[config.mk]
export PLATFORM = sky130hd
export DESIGN_NAME = pq_ctrl_flat
export DESIGN_NICKNAME = d
export VERILOG_FILES = /design/src/hdl/pq_pkg.sv /design/src/hdl/pq_req_if.sv /design/src/hdl/pq_rsp_if.sv /design/src/hdl/pq_ctrl.sv /design/src/flat_wrapper.sv
export SDC_FILE = /design/constraint.sdc
export NUM_CORES = 1
export LEC_CHECK = 0
export CORE_MARGIN = 1
export CORE_UTILIZATION = 50
export CTS_CLUSTER_SIZE = 8
export DETAILED_ROUTE_END_ITERATION = 10
export DONT_BUFFER_PORTS = 1
export SYNTH_ARGS = -nofsm -noshare
export SYNTH_HDL_FRONTEND = slang
export SYNTH_SLANG_ARGS = --single-unit
[constraint.sdc]
create_clock -name clk -period 11.8 [get_ports clk]
set_input_delay 1.77 -clock clk [delete_from_list [all_inputs] [get_ports clk]]
set_output_delay 1.77 -clock clk [all_outputs]
set_load 0.01 [all_outputs]
[src/hdl/pq_pkg.sv]
package pq_pkg;

  // Default sizes of the queue.
  localparam int DEF_CAPACITY  = 1024;
  localparam int DEF_KEY_WIDTH = 32;

  // Fixed field widths of the channels.
  localparam int CMD_W    = 2;
  localparam int STATUS_W = 2;
  localparam int COUNT_W  = 11;

  // Configuration port geometry.
  localparam int APB_ADDR_W = 3;
  localparam int APB_DATA_W = 32;

  // Register indexes.
  localparam logic REG_MIN_MODE = 1'b0;

  // Reset value of the order select.
  localparam logic MIN_MODE_RESET = 1'b1;

  // Request codes.
  localparam logic [CMD_W-1:0] CMD_INSERT  = 2'd0;
  localparam logic [CMD_W-1:0] CMD_EXTRACT = 2'd1;
  localparam logic [CMD_W-1:0] CMD_CLEAR   = 2'd2;

  // Result status codes.
  localparam logic [STATUS_W-1:0] STAT_OK    = 2'd0;
  localparam logic [STATUS_W-1:0] STAT_EMPTY = 2'd1;
  localparam logic [STATUS_W-1:0] STAT_FULL  = 2'd2;

  // Sequencer states.
  typedef enum logic [3:0] {
    S_IDLE,
    S_CHECK,
    S_EXT_RD,
    S_EXT_LD,
    S_HEAP_RD,
    S_HEAP_LD,
    S_DOWN_ISSUE,
    S_DOWN_EVAL,
    S_UP_ISSUE,
    S_UP_EVAL,
    S_DONE
  } pq_state_t;

endpackage

[src/hdl/pq_req_if.sv]
interface pq_req_if
  import pq_pkg::*;
#(
  parameter int KEY_WIDTH = DEF_KEY_WIDTH
);
  logic                        valid;
  logic                        ready;
  logic [CMD_W-1:0]            cmd;
  logic signed [KEY_WIDTH-1:0] key_in;

  modport source (output valid, output cmd, output key_in, input ready);
  modport sink   (input valid, input cmd, input key_in, output ready);
endinterface

[src/hdl/pq_rsp_if.sv]
interface pq_rsp_if
  import pq_pkg::*;
#(
  parameter int KEY_WIDTH = DEF_KEY_WIDTH
);
  logic                        valid;
  logic                        ready;
  logic signed [KEY_WIDTH-1:0] key_out;
  logic [STATUS_W-1:0]         status;
  logic [COUNT_W-1:0]          count;

  modport source (output valid, output key_out, output status, output count, input ready);
  modport sink   (input valid, input key_out, input status, input count, output ready);
endinterface

[src/hdl/pq_ctrl.sv]
module pq_ctrl
  import pq_pkg::*;
#(
  parameter int CAPACITY  = DEF_CAPACITY,
  parameter int KEY_WIDTH = DEF_KEY_WIDTH
)(
  input  logic                        clk,
  input  logic                        rst,
  input  logic                        min_mode,
  pq_req_if.sink                      req,
  pq_rsp_if.source                    rsp,
  output logic                        wr_en,
  output logic [$clog2(CAPACITY)-1:0] wr_addr,
  output logic [KEY_WIDTH-1:0]        wr_data,
  output logic [$clog2(CAPACITY)-1:0] rd_addr_a,
  output logic [$clog2(CAPACITY)-1:0] rd_addr_b,
  input  logic [KEY_WIDTH-1:0]        rd_data_a,
  input  logic [KEY_WIDTH-1:0]        rd_data_b
);

  localparam int IDX_W = $clog2(CAPACITY);
  localparam int CNT_W = $clog2(CAPACITY + 1);
  localparam int CW    = IDX_W + 2;

  pq_state_t state, state_next;

  // Control registers.
  logic [CNT_W-1:0] cnt;
  logic             heap_mode;
  logic             rebuilding;

  // Working registers.
  logic [CMD_W-1:0]     cmd_r;
  logic [KEY_WIDTH-1:0] key_r;
  logic [KEY_WIDTH-1:0] k;
  logic [IDX_W-1:0]     idx;
  logic [IDX_W-1:0]     hj;
  logic [CNT_W-1:0]     lim;
  logic [KEY_WIDTH-1:0] res_key;
  logic [STATUS_W-1:0]  res_status;

  // Derived values.
  logic [CW-1:0]        l_w, r_w;
  logic [IDX_W-1:0]     idx_m1, parent;
  logic                 leaf, r_ok, c_right, child_wins, key_wins;
  logic [KEY_WIDTH-1:0] dc;
  logic [IDX_W-1:0]     c_idx;
  logic                 mode_stale, full, down_done, rsp_load;
  logic [IDX_W-1:0]     hj_start;

  // True when key a leaves the queue before key b in the current order.
  function automatic logic better(input logic mm, input logic [KEY_WIDTH-1:0] a,
                                  input logic [KEY_WIDTH-1:0] b);
    if (mm) begin
      return $signed(a) < $signed(b);
    end
    return $signed(a) > $signed(b);
  endfunction

  // Heap index arithmetic.
  assign l_w        = {1'b0, idx, 1'b1};
  assign r_w        = l_w + CW'(1);
  assign idx_m1     = idx - IDX_W'(1);
  assign parent     = idx_m1 >> 1;
  assign leaf       = l_w >= CW'(lim);
  assign r_ok       = r_w < CW'(lim);
  assign c_right    = r_ok && better(min_mode, rd_data_b, rd_data_a);
  assign dc         = c_right ? rd_data_b : rd_data_a;
  assign c_idx      = c_right ? r_w[IDX_W-1:0] : l_w[IDX_W-1:0];
  assign child_wins = better(min_mode, dc, k);
  assign key_wins   = better(min_mode, k, rd_data_a);

  assign mode_stale = heap_mode != min_mode;
  assign full       = cnt >= CNT_W'(CAPACITY);
  assign hj_start   = IDX_W'((cnt >> 1) - CNT_W'(1));
  assign down_done  = ((state == S_DOWN_ISSUE) && leaf) ||
                      ((state == S_DOWN_EVAL) && !child_wins);
  assign rsp_load   = (state == S_DONE) && (!rsp.valid || rsp.ready);

  // Next state.
  always_comb begin
    state_next = state;
    unique case (state)
      S_IDLE: begin
        if (req.valid) state_next = S_CHECK;
      end
      S_CHECK: begin
        if (cmd_r == CMD_CLEAR) begin
          state_next = S_DONE;
        end else if (cmd_r != CMD_INSERT && cmd_r != CMD_EXTRACT) begin
          state_next = S_DONE;
        end else if (mode_stale) begin
          state_next = (cnt > CNT_W'(1)) ? S_HEAP_RD : S_CHECK;
        end else if (cmd_r == CMD_INSERT) begin
          state_next = full ? S_DONE : S_UP_ISSUE;
        end else begin
          state_next = (cnt == '0) ? S_DONE : S_EXT_RD;
        end
      end
      S_EXT_RD:  state_next = S_EXT_LD;
      S_EXT_LD:  state_next = (cnt == CNT_W'(1)) ? S_DONE : S_DOWN_ISSUE;
      S_HEAP_RD: state_next = S_HEAP_LD;
      S_HEAP_LD: state_next = S_DOWN_ISSUE;
      S_DOWN_ISSUE, S_DOWN_EVAL: begin
        if (down_done) begin
          if (!rebuilding) begin
            state_next = S_DONE;
          end else if (hj == '0) begin
            state_next = S_CHECK;
          end else begin
            state_next = S_HEAP_RD;
          end
        end else if (state == S_DOWN_ISSUE) begin
          state_next = S_DOWN_EVAL;
        end else begin
          state_next = S_DOWN_ISSUE;
        end
      end
      S_UP_ISSUE: state_next = (idx == '0) ? S_DONE : S_UP_EVAL;
      S_UP_EVAL:  state_next = key_wins ? S_UP_ISSUE : S_DONE;
      S_DONE: begin
        if (rsp_load) state_next = S_IDLE;
      end
      default: state_next = S_IDLE;
    endcase
  end

  // Memory port and handshake outputs.
  always_comb begin
    req.ready = (state == S_IDLE);
    wr_en     = 1'b0;
    wr_addr   = idx;
    wr_data   = k;
    rd_addr_a = l_w[IDX_W-1:0];
    rd_addr_b = r_w[IDX_W-1:0];
    unique case (state)
      S_EXT_RD: begin
        rd_addr_a = '0;
        rd_addr_b = IDX_W'(cnt - CNT_W'(1));
      end
      S_HEAP_RD: rd_addr_a = hj;
      S_DOWN_ISSUE: wr_en = leaf;
      S_DOWN_EVAL: begin
        wr_en = 1'b1;
        if (child_wins) wr_data = dc;
      end
      S_UP_ISSUE: begin
        rd_addr_a = parent;
        wr_en     = (idx == '0);
      end
      S_UP_EVAL: begin
        wr_en = 1'b1;
        if (key_wins) wr_data = rd_data_a;
      end
      default: ;
    endcase
  end

  // Control registers.
  always_ff @(posedge clk) begin
    if (rst) begin
      state      <= S_IDLE;
      cnt        <= '0;
      heap_mode  <= MIN_MODE_RESET;
      rebuilding <= 1'b0;
      rsp.valid  <= 1'b0;
    end else begin
      state <= state_next;
      if (rsp_load) begin
        rsp.valid <= 1'b1;
      end else if (rsp.ready) begin
        rsp.valid <= 1'b0;
      end
      case (state)
        S_CHECK: begin
          if (cmd_r == CMD_CLEAR) begin
            cnt       <= '0;
            heap_mode <= min_mode;
          end else if (cmd_r == CMD_INSERT || cmd_r == CMD_EXTRACT) begin
            if (mode_stale) begin
              if (cnt > CNT_W'(1)) begin
                rebuilding <= 1'b1;
              end else begin
                heap_mode <= min_mode;
              end
            end else if (cmd_r == CMD_INSERT && !full) begin
              cnt <= cnt + CNT_W'(1);
            end
          end
        end
        S_EXT_LD: cnt <= cnt - CNT_W'(1);
        S_DOWN_ISSUE, S_DOWN_EVAL: begin
          if (down_done && rebuilding && hj == '0) begin
            rebuilding <= 1'b0;
            heap_mode  <= min_mode;
          end
        end
        default: ;
      endcase
    end
  end

  // Working registers.
  always_ff @(posedge clk) begin
    case (state)
      S_IDLE: begin
        if (req.valid) begin
          cmd_r      <= req.cmd;
          key_r      <= req.key_in;
          res_key    <= '0;
          res_status <= STAT_OK;
        end
      end
      S_CHECK: begin
        if (mode_stale) begin
          hj  <= hj_start;
          lim <= cnt;
        end else if (cmd_r == CMD_INSERT) begin
          if (full) begin
            res_status <= STAT_FULL;
          end else begin
            idx <= IDX_W'(cnt);
            k   <= key_r;
          end
        end else if (cmd_r == CMD_EXTRACT && cnt == '0) begin
          res_status <= STAT_EMPTY;
        end
      end
      S_EXT_LD: begin
        res_key <= rd_data_a;
        k       <= rd_data_b;
        lim     <= cnt - CNT_W'(1);
        idx     <= '0;
      end
      S_HEAP_LD: begin
        k   <= rd_data_a;
        idx <= hj;
      end
      S_DOWN_ISSUE, S_DOWN_EVAL: begin
        if (down_done) begin
          if (rebuilding && hj != '0) hj <= hj - IDX_W'(1);
        end else if (state == S_DOWN_EVAL) begin
          idx <= c_idx;
        end
      end
      S_UP_EVAL: begin
        if (key_wins) idx <= parent;
      end
      default: ;
    endcase
  end

  // Result register.
  always_ff @(posedge clk) begin
    if (rsp_load) begin
      rsp.key_out <= res_key;
      rsp.status  <= res_status;
      rsp.count   <= COUNT_W'(cnt);
    end
  end

  // A request moves the sequencer out of idle.
  a_req_starts: assert property (@(posedge clk) disable iff (rst)
    req.valid && req.ready |=> state == S_CHECK)
    else $error("accepted request did not start the sequencer");

  // The held count never exceeds the capacity.
  a_cnt_bound: assert property (@(posedge clk) disable iff (rst)
    cnt <= CNT_W'(CAPACITY))
    else $error("held count beyond capacity");

  // Heap writes stay inside the occupied region.
  a_wr_in_heap: assert property (@(posedge clk) disable iff (rst)
    wr_en |-> CNT_W'(wr_addr) < cnt)
    else $error("key store written outside the heap");

  // A result appears only out of the completion state.
  a_rsp_from_done: assert property (@(posedge clk) disable iff (rst)
    $rose(rsp.valid) |-> $past(state == S_DONE))
    else $error("result raised outside completion");

  // An empty status always reports an empty queue.
  a_empty_count: assert property (@(posedge clk) disable iff (rst)
    rsp.valid && rsp.status == STAT_EMPTY |-> rsp.count == '0)
    else $error("empty status with keys held");

endmodule

[src/flat_wrapper.sv]
// flat-port wrapper written by rule: the top's interface ports become plain ports
module pq_ctrl_flat import pq_pkg::*;
#(
  parameter int CAPACITY  = DEF_CAPACITY,
  parameter int KEY_WIDTH = DEF_KEY_WIDTH
)
  (clk, rst, min_mode, wr_en, wr_addr, wr_data, rd_addr_a, rd_addr_b, rd_data_a, rd_data_b, req_valid, req_cmd, req_key_in, req_ready, rsp_valid, rsp_key_out, rsp_status, rsp_count, rsp_ready);
  pq_req_if #(.KEY_WIDTH(KEY_WIDTH)) req_i ();
  pq_rsp_if #(.KEY_WIDTH(KEY_WIDTH)) rsp_i ();
  input  logic clk;
  input  logic rst;
  input  logic min_mode;
  output logic wr_en;
  output logic [$clog2(CAPACITY)-1:0] wr_addr;
  output logic [KEY_WIDTH-1:0] wr_data;
  output logic [$clog2(CAPACITY)-1:0] rd_addr_a;
  output logic [$clog2(CAPACITY)-1:0] rd_addr_b;
  input  logic [KEY_WIDTH-1:0] rd_data_a;
  input  logic [KEY_WIDTH-1:0] rd_data_b;
  input wire logic [$bits(req_i.valid)-1:0] req_valid;
  input wire logic [$bits(req_i.cmd)-1:0] req_cmd;
  input wire logic [$bits(req_i.key_in)-1:0] req_key_in;
  output wire logic [$bits(req_i.ready)-1:0] req_ready;
  output wire logic [$bits(rsp_i.valid)-1:0] rsp_valid;
  output wire logic [$bits(rsp_i.key_out)-1:0] rsp_key_out;
  output wire logic [$bits(rsp_i.status)-1:0] rsp_status;
  output wire logic [$bits(rsp_i.count)-1:0] rsp_count;
  input wire logic [$bits(rsp_i.ready)-1:0] rsp_ready;
  assign req_i.valid = req_valid;
  assign req_i.cmd = req_cmd;
  assign req_i.key_in = req_key_in;
  assign req_ready = req_i.ready;
  assign rsp_valid = rsp_i.valid;
  assign rsp_key_out = rsp_i.key_out;
  assign rsp_status = rsp_i.status;
  assign rsp_count = rsp_i.count;
  assign rsp_i.ready = rsp_ready;
  pq_ctrl #(.CAPACITY(CAPACITY), .KEY_WIDTH(KEY_WIDTH)) u_core (.clk(clk), .rst(rst), .min_mode(min_mode), .req(req_i), .rsp(rsp_i), .wr_en(wr_en), .wr_addr(wr_addr), .wr_data(wr_data), .rd_addr_a(rd_addr_a), .rd_addr_b(rd_addr_b), .rd_data_a(rd_data_a), .rd_data_b(rd_data_b));
endmodule
# ---- Word-level counts from Yosys, hierarchy flattened
# Cells that the tools add are included.
dict set report op_classes {
  add_sub_neg 6
  mul 0
  div 0
  n_lt_le_gt_ge 10
  n_eq_ne 37
  shifts 0
  muxes 76
  bitwise 0
  n_reduce_logical 43
}
# op n
set ops {}
lappend ops {{32-bit 2-to-1 mux} 7}
lappend ops {{32-bit case mux with 2 select lines} 2}
lappend ops {{10-bit 2-to-1 mux} 11}
lappend ops {{32-bit > comparator} 3}
lappend ops {{32-bit < comparator} 3}
lappend ops {{32-bit case mux with 3 select lines} 1}
lappend ops {{11-bit 2-to-1 mux} 5}
lappend ops {{10-bit case mux with 5 select lines} 1}
lappend ops {{11-bit case mux with 2 select lines} 2}
lappend ops {{4-bit 2-to-1 mux} 10}
lappend ops {{4-bit case mux with 10 select lines} 1}
lappend ops {{10-bit case mux with 3 select lines} 1}
lappend ops {{10-bit by 1-bit subtractor with 10-bit output (second input constant)} 3}
lappend ops {{2-bit by 1-bit != test with 1-bit output (second input constant)} 11}
lappend ops {{10-bit logical NOT} 2}
lappend ops {{1-bit 2-to-1 mux} 20}
lappend ops {{10-bit case mux with 2 select lines} 1}
lappend ops {{4-bit by 3-bit equality test with 1-bit output (second input constant)} 4}
lappend ops {{2-bit 2-to-1 mux} 8}
lappend ops {{11-bit by 1-bit adder with 12-bit output (second input constant)} 1}
lappend ops {{4-bit equality test (second input constant)} 3}
lappend ops {{12-bit by 11-bit < comparator with 1-bit output} 1}
lappend ops {{3-bit by 1-bit != test with 1-bit output (second input constant)} 4}
lappend ops {{4-bit AND reduction} 3}
lappend ops {{33 further kinds} 64}
dict set report word_totals {
  regBits 194
  latch_bits 0
  ram_bits 0
  romBits 0
  input_bits 103
  out_inout_bits 110
  elab_cells 188
  n_memories 0
}

# ---- Depth between registers and ports, before layout
dict set report logic_depth {
  depth_word 15
  depth_mapped 26
  mapped_depth_nobuf 23
}

# ---- Least setup slack after synthesis
# OpenSTA, ideal clock, no wires.
dict set report synth_path {
  path_type {input port to output port}
  from {in rd_data_a[5]}
  to {out wr_data[2]}
  arrival_time_ns 6.531
  setup_slack_ns 3.499
  path_stages 23
  path_buffers 3
  cell_sequence {inv_1 -> ha_1 -> a21oi_1 -> o21ai_0 -> a211o_1 -> o32ai_2 -> mux2i_2 -> mux2i_4 -> buf_2 -> clkbuf_1 -> nand2_1 -> o21ai_0 -> ha_1 -> a21oi_1 -> nand2_1 -> a221o_1 -> o31ai_1 -> a2bb2oi_1 -> mux2i_2 -> o32ai_4 -> buf_6 -> a222oi_1 -> inv_1}
}
dict set report synth_between {
  elab_chain_len 10
  word_cells_on_any_way 17
  cone_classes {order compare: 6; mux: 10; reduce/logical: 1}
}
# element line_no
set synth_rtl {}
lappend synth_rtl {{start, declared} flat_wrapper.sv:18} ;# input logic [KEY_WIDTH-1:0] rd_data_a;
lappend synth_rtl {{32-bit < comparator} pq_ctrl.sv:55} ;# return $signed(a) < $signed(b);
lappend synth_rtl {{1-bit 2-to-1 mux} pq_ctrl.sv:54} ;# if (mm) begin
lappend synth_rtl {{1-bit 2-to-1 mux} pq_ctrl.sv:57} ;# return $signed(a) > $signed(b);
lappend synth_rtl {{1-bit logical AND} pq_ctrl.sv:67} ;# assign c_right = r_ok && better(min_mode, rd_data_b, rd_data_a);
lappend synth_rtl {{32-bit 2-to-1 mux} pq_ctrl.sv:68} ;# assign dc = c_right ? rd_data_b : rd_data_a;
lappend synth_rtl {{32-bit < comparator} pq_ctrl.sv:55}
lappend synth_rtl {{1-bit 2-to-1 mux} pq_ctrl.sv:54}
lappend synth_rtl {{1-bit 2-to-1 mux} pq_ctrl.sv:57}
lappend synth_rtl {{32-bit 2-to-1 mux} pq_ctrl.sv:145} ;# if (child_wins) wr_data = dc;
lappend synth_rtl {{32-bit case mux with 2 select lines *} pq_ctrl.sv:136} ;# unique case (state)
lappend synth_rtl {{end, declared} flat_wrapper.sv:15} ;# output logic [KEY_WIDTH-1:0] wr_data;
# Mark *: on every way between the ends. The rest lies on a longest branch, timed or not. The select of a mux whose other input is x is not followed.

# ---- Worst setup path after layout
dict set report layout_path {
  from {in rd_data_a[31]}
  to {out wr_data[27]}
}
# Same word-level chain as after synthesis.

==> flow_summary_export.csv <==
group,metric,value,unit
worst_setup_path,cp.arrival,7990,ps
global_route,grt.overflow.total,0,
outcome,status,"finished, final reports clean",
sta,finalHoldViolCount,0,
yosys,synth_area_leaders,"edfxtp_1 42%, ha_1 12%, inv_1 3.6%, nor2_1 3.4%, a21oi_1 3.3%",
power_and_ir_drop,powerDensity,245,mW/mm2
yosys,ys.flop_type,"edfxtp_1",
finish,final_area,0.0135,mm2
yosys,yosysUniqueCellTypes,68,
global_route,met1_usage,0.420,
min_path,hold_start,"u_core.res_key[9]",
global_route,grt_max_degree,49,
routing,dr.pass1.iters,8,
routing,vias,10206,
finish,drive_above_1_share,0.0605,
placement,port_buffers,0,
routing,drtAntennaViolNets,0,
power_and_ir_drop,ir_drop,0.110,mV
worst_setup_path,reg2reg_setup_slack,4890,ps
yosys,avgSynthCellArea,9.88,um2
sta,worst_slack,2040,ps
sta,fmax,102,MHz
min_path,hp-class,"reg2reg",
sta,setup_tns,0,ps
cts,cts_buffers,17,
yosys,synth_top_area_cell,"edfxtp_1",
placement,placed_cell_area,0.0129,mm2
floorplanning,core,0.0245,mm2
routing,wire_per_inst,23.9,um
sta,fin_crit_sh,0.827,
sta,period_minus_slack,9760,ps
floorplanning,die_y,161,um
sta,grt_setup_unrepaired,"false",
worst_setup_path,cp-start-kind,"input pin",
yosys,ys_ff_latch,194,
worst_setup_path,crit_path_end_kind,"output port",
cts,cts_max_path_buffers,2,
yosys,synth_nets,1503,
cts,cts_resized,0,
floorplanning,die_area,0.0259,mm2
floorplanning,num_rows,57,
power_and_ir_drop,cellLeakagePower,5.27,nW
routing,drc_errors,0,
yosys,synth_edf_count,176,
sta,timing.slew.headroom,0.226,
finish,nNetsFinal,1469,
cts,clkSinkCount,194,
sta,setup_viol,0,
placement,pre_cts_slack,2100,ps
worst_setup_path,critPathKind,"in2out",
yosys,async_reset_ff_frac,0,
worst_setup_path,cp.required,10030,ps
routing,initialDrtViolationCount,1108,
min_path,hold_end,"u_core.rsp.key_out[9]",
power_and_ir_drop,total_power,0.00330,W
global_route,grt_pass1_vias,9766,
yosys,synth_cells,1278,
sta,slew_viol_final,0,
cts,cts_hold_buf,0,
global_route,antenna_found_initial,3,
worst_setup_path,critical_path_peak_fanout,48,
finish,fillCellCount,2231,
yosys,syn_area,0.0126,mm2
global_route,busiest_layer,"met2",
routing,totalWireLength,37800,um
floorplanning,dieWidth,161,um
floorplanning,ios,213,
cts,cts-root-buf,"clkbuf_16",
cts,cts_setup_buffers,0,
cts,cts.clk_slew.worst_paths,80,ps
placement,gp_congestion,0.900,
worst_setup_path,r2r.worst_path.cells,23,
placement,hpwlAfterDp,26800,um
global_route,grt_usage,0.293,
cts,clkLatencyLatePin,440,ps
global_route,grt_pass1_wl,58000,um
cts,h-tree-depth,4,
floorplanning,initial_core_util,0.515,
worst_setup_path,rr_endpoint,"u_core.hj[2]",
flow_run,cap_violations,0,
yosys,netlist.area_leader.share,0.419,
yosys,ys_seq_area_frac,0.447,
min_path,hold_path_depth,0,
finish,area_delta_synth_final,6.67,%
global_route,grt_util_met2,0.455,
sta,skew,14.4,ps
routing,detail_route.vias_per_cell,6.45,
worst_setup_path,worstReg2RegStart,"u_core.wr_addr[1]",
sta,worstMarginPinSlew,1160,ps
cts,cts_tree,"built",
global_route,grt_use_met3,0.0403,
yosys,yosys_warnings,0,
flip-flops by register name (all words and copies together), names as in the netlist, 4 cells and up:
register / flops
u_core.rsp.count: 11
u_core.hj: 10
u_core.cnt: 11
u_core.lim: 11
u_core.res_key: 32
u_core.wr_addr: 10
u_core.state: 4
u_core.rsp.key_out: 32
u_core.key_r: 32
u_core.k: 32
synth_stat cells, types with 5 or more instances:
| cell | number |
|---|---|
| inv_1 | 120 |
| xnor2_1 | 37 |
| clkbuf_1 | 57 |
| nor2b_1 | 9 |
| a21oi_1 | 83 |
| a221o_1 | 39 |
| a21o_1 | 13 |
| a22oi_1 | 10 |
| buf_2 | 9 |
| a31oi_1 | 5 |
| mux2i_1 | 7 |
| nor4_1 | 9 |
| o31ai_1 | 5 |
| nor2_1 | 114 |
| ha_1 | 122 |
| o21ai_0 | 80 |
| xor2_1 | 17 |
| and3_1 | 8 |
| o221ai_1 | 7 |
| nand2_1 | 97 |
| nor3_1 | 52 |
| o211ai_1 | 8 |
| a221oi_1 | 6 |
| a211oi_1 | 14 |
| nand3_1 | 27 |
| nand4_1 | 18 |
| dfxtp_1 | 18 |
| nand2b_1 | 10 |
| a222oi_1 | 32 |
| edfxtp_1 | 176 |
| o21a_1 | 5 |
power by group:
| part | internal [W] | switching, W | leakage, nW |
|---|---|---|---|
| combinational | 0.000518 | 0.000953 | 3.22 |
| clock | 0.000297 | 0.000286 | 0.255 |
| sequential | 0.00104 | 0.000210 | 1.80 |
| total | 0.00185 | 0.00145 | 5.27 |
cell usage in the layout, fill, tap and decap left out, types with 5 or more instances in the layout:
cell,n
o31ai_1,5
ha_1,122
o221ai_1,7
o21ai_0,79
nand2b_1,10
nand2_1,97
clkinvlp_4,6
a221oi_1,6
dfxtp_1,18
o21a_1,5
mux2i_1,7
and3_1,6
a31oi_1,5
nand4_1,18
a21oi_1,83
nor2_1,112
nor4_1,8
edfxtp_1,176
a211oi_1,14
xnor2_1,37
buf_4,20
xor2_1,17
o211ai_1,8
inv_1,120
clkbuf_16,17
a21o_1,13
a222oi_1,32
a22oi_1,10
nor2b_1,9
nor3_1,52
nand3_1,26
a221o_1,39
stage by stage:
stage | hold WS [ps] | util | cells
2_1_floorplan | 400 | - | 1278
3_3_place_gp | 401 | 0.526 | 1549
3_5_place_dp | 405 | 0.526 | 1549
4_1_cts | 421 | 0.549 | 1581
5_1_grt | 427 | 0.549 | 1581
6_report | 422 | 0.549 | 1582
layer usage:
metal  vias to the layer above  part of all wire
met3                        58             0.079
met4                         2             0.024
met2                       519              0.45
met5                         -           0.00026
met1                      4928              0.45
li1                       4699                 -
worst max path at each step:
stage / startpoint / end / slack, ps / depth (start not counted)
6_report: rd_data_a[31] / wr_data[27] / 2040 / 18
5_1_grt: rd_data_a[31] / wr_data[0] / 1680 / 18
4_1_cts: rd_data_a[31] / wr_data[27] / 2110 / 18
3_5_place_dp: rd_data_a[31] / wr_data[27] / 2100 / 18
3_3_place_gp: rd_data_a[31] / wr_data[27] / 2210 / 18
2_1_floorplan: rd_data_a[5] / wr_data[2] / 3500 / 23
worst max-delay path, cell delays in order:
cell and delay, ps:
inv_1 80, ha_1 390, nand4_1 160, nor4_1 840, o32ai_2 220, mux2i_2 340
mux2i_4 280, buf_4 390, o21ai_0 150, ha_1 370, nand4_1 230, nor4_1 600
o31ai_1 180, a2bb2oi_1 250, mux2i_2 510, o22a_2 770, a222oi_1 250, inv_1 160
cells by family (layout without fill, tap and decap cells):
logic type | after synthesis | after routing | synth area share
fa+ha+maj | 122 | 122 | 0.121
buf+inv | 194 | 173 | 0.0610
flops | 194 | 194 | 0.447
mux | 12 | 12 | 0.0113
xor+xnor | 54 | 54 | 0.0375
simple gates | 366 | 366 | 0.136
other cells | 0 | 1 | 0
compound gates | 336 | 336 | 0.186
layout make-up:
class / instances / area (um2) / share of cell area
Multi-Input combinational cell: 890 / 6240 / 0.464
Sequential cell: 194 / 5650 / 0.419
Inverter: 121 / 454 / 0.0337
Clock buffer: 20 / 437 / 0.0324
Tap cell: 324 / 405 / 0.0301
Timing Repair Buffer: 20 / 150 / 0.0112
Clock inverter: 12 / 126 / 0.00938
Antenna cell: 1 / 2.50 / 0.000186
(Power assumes the default switching activity.)
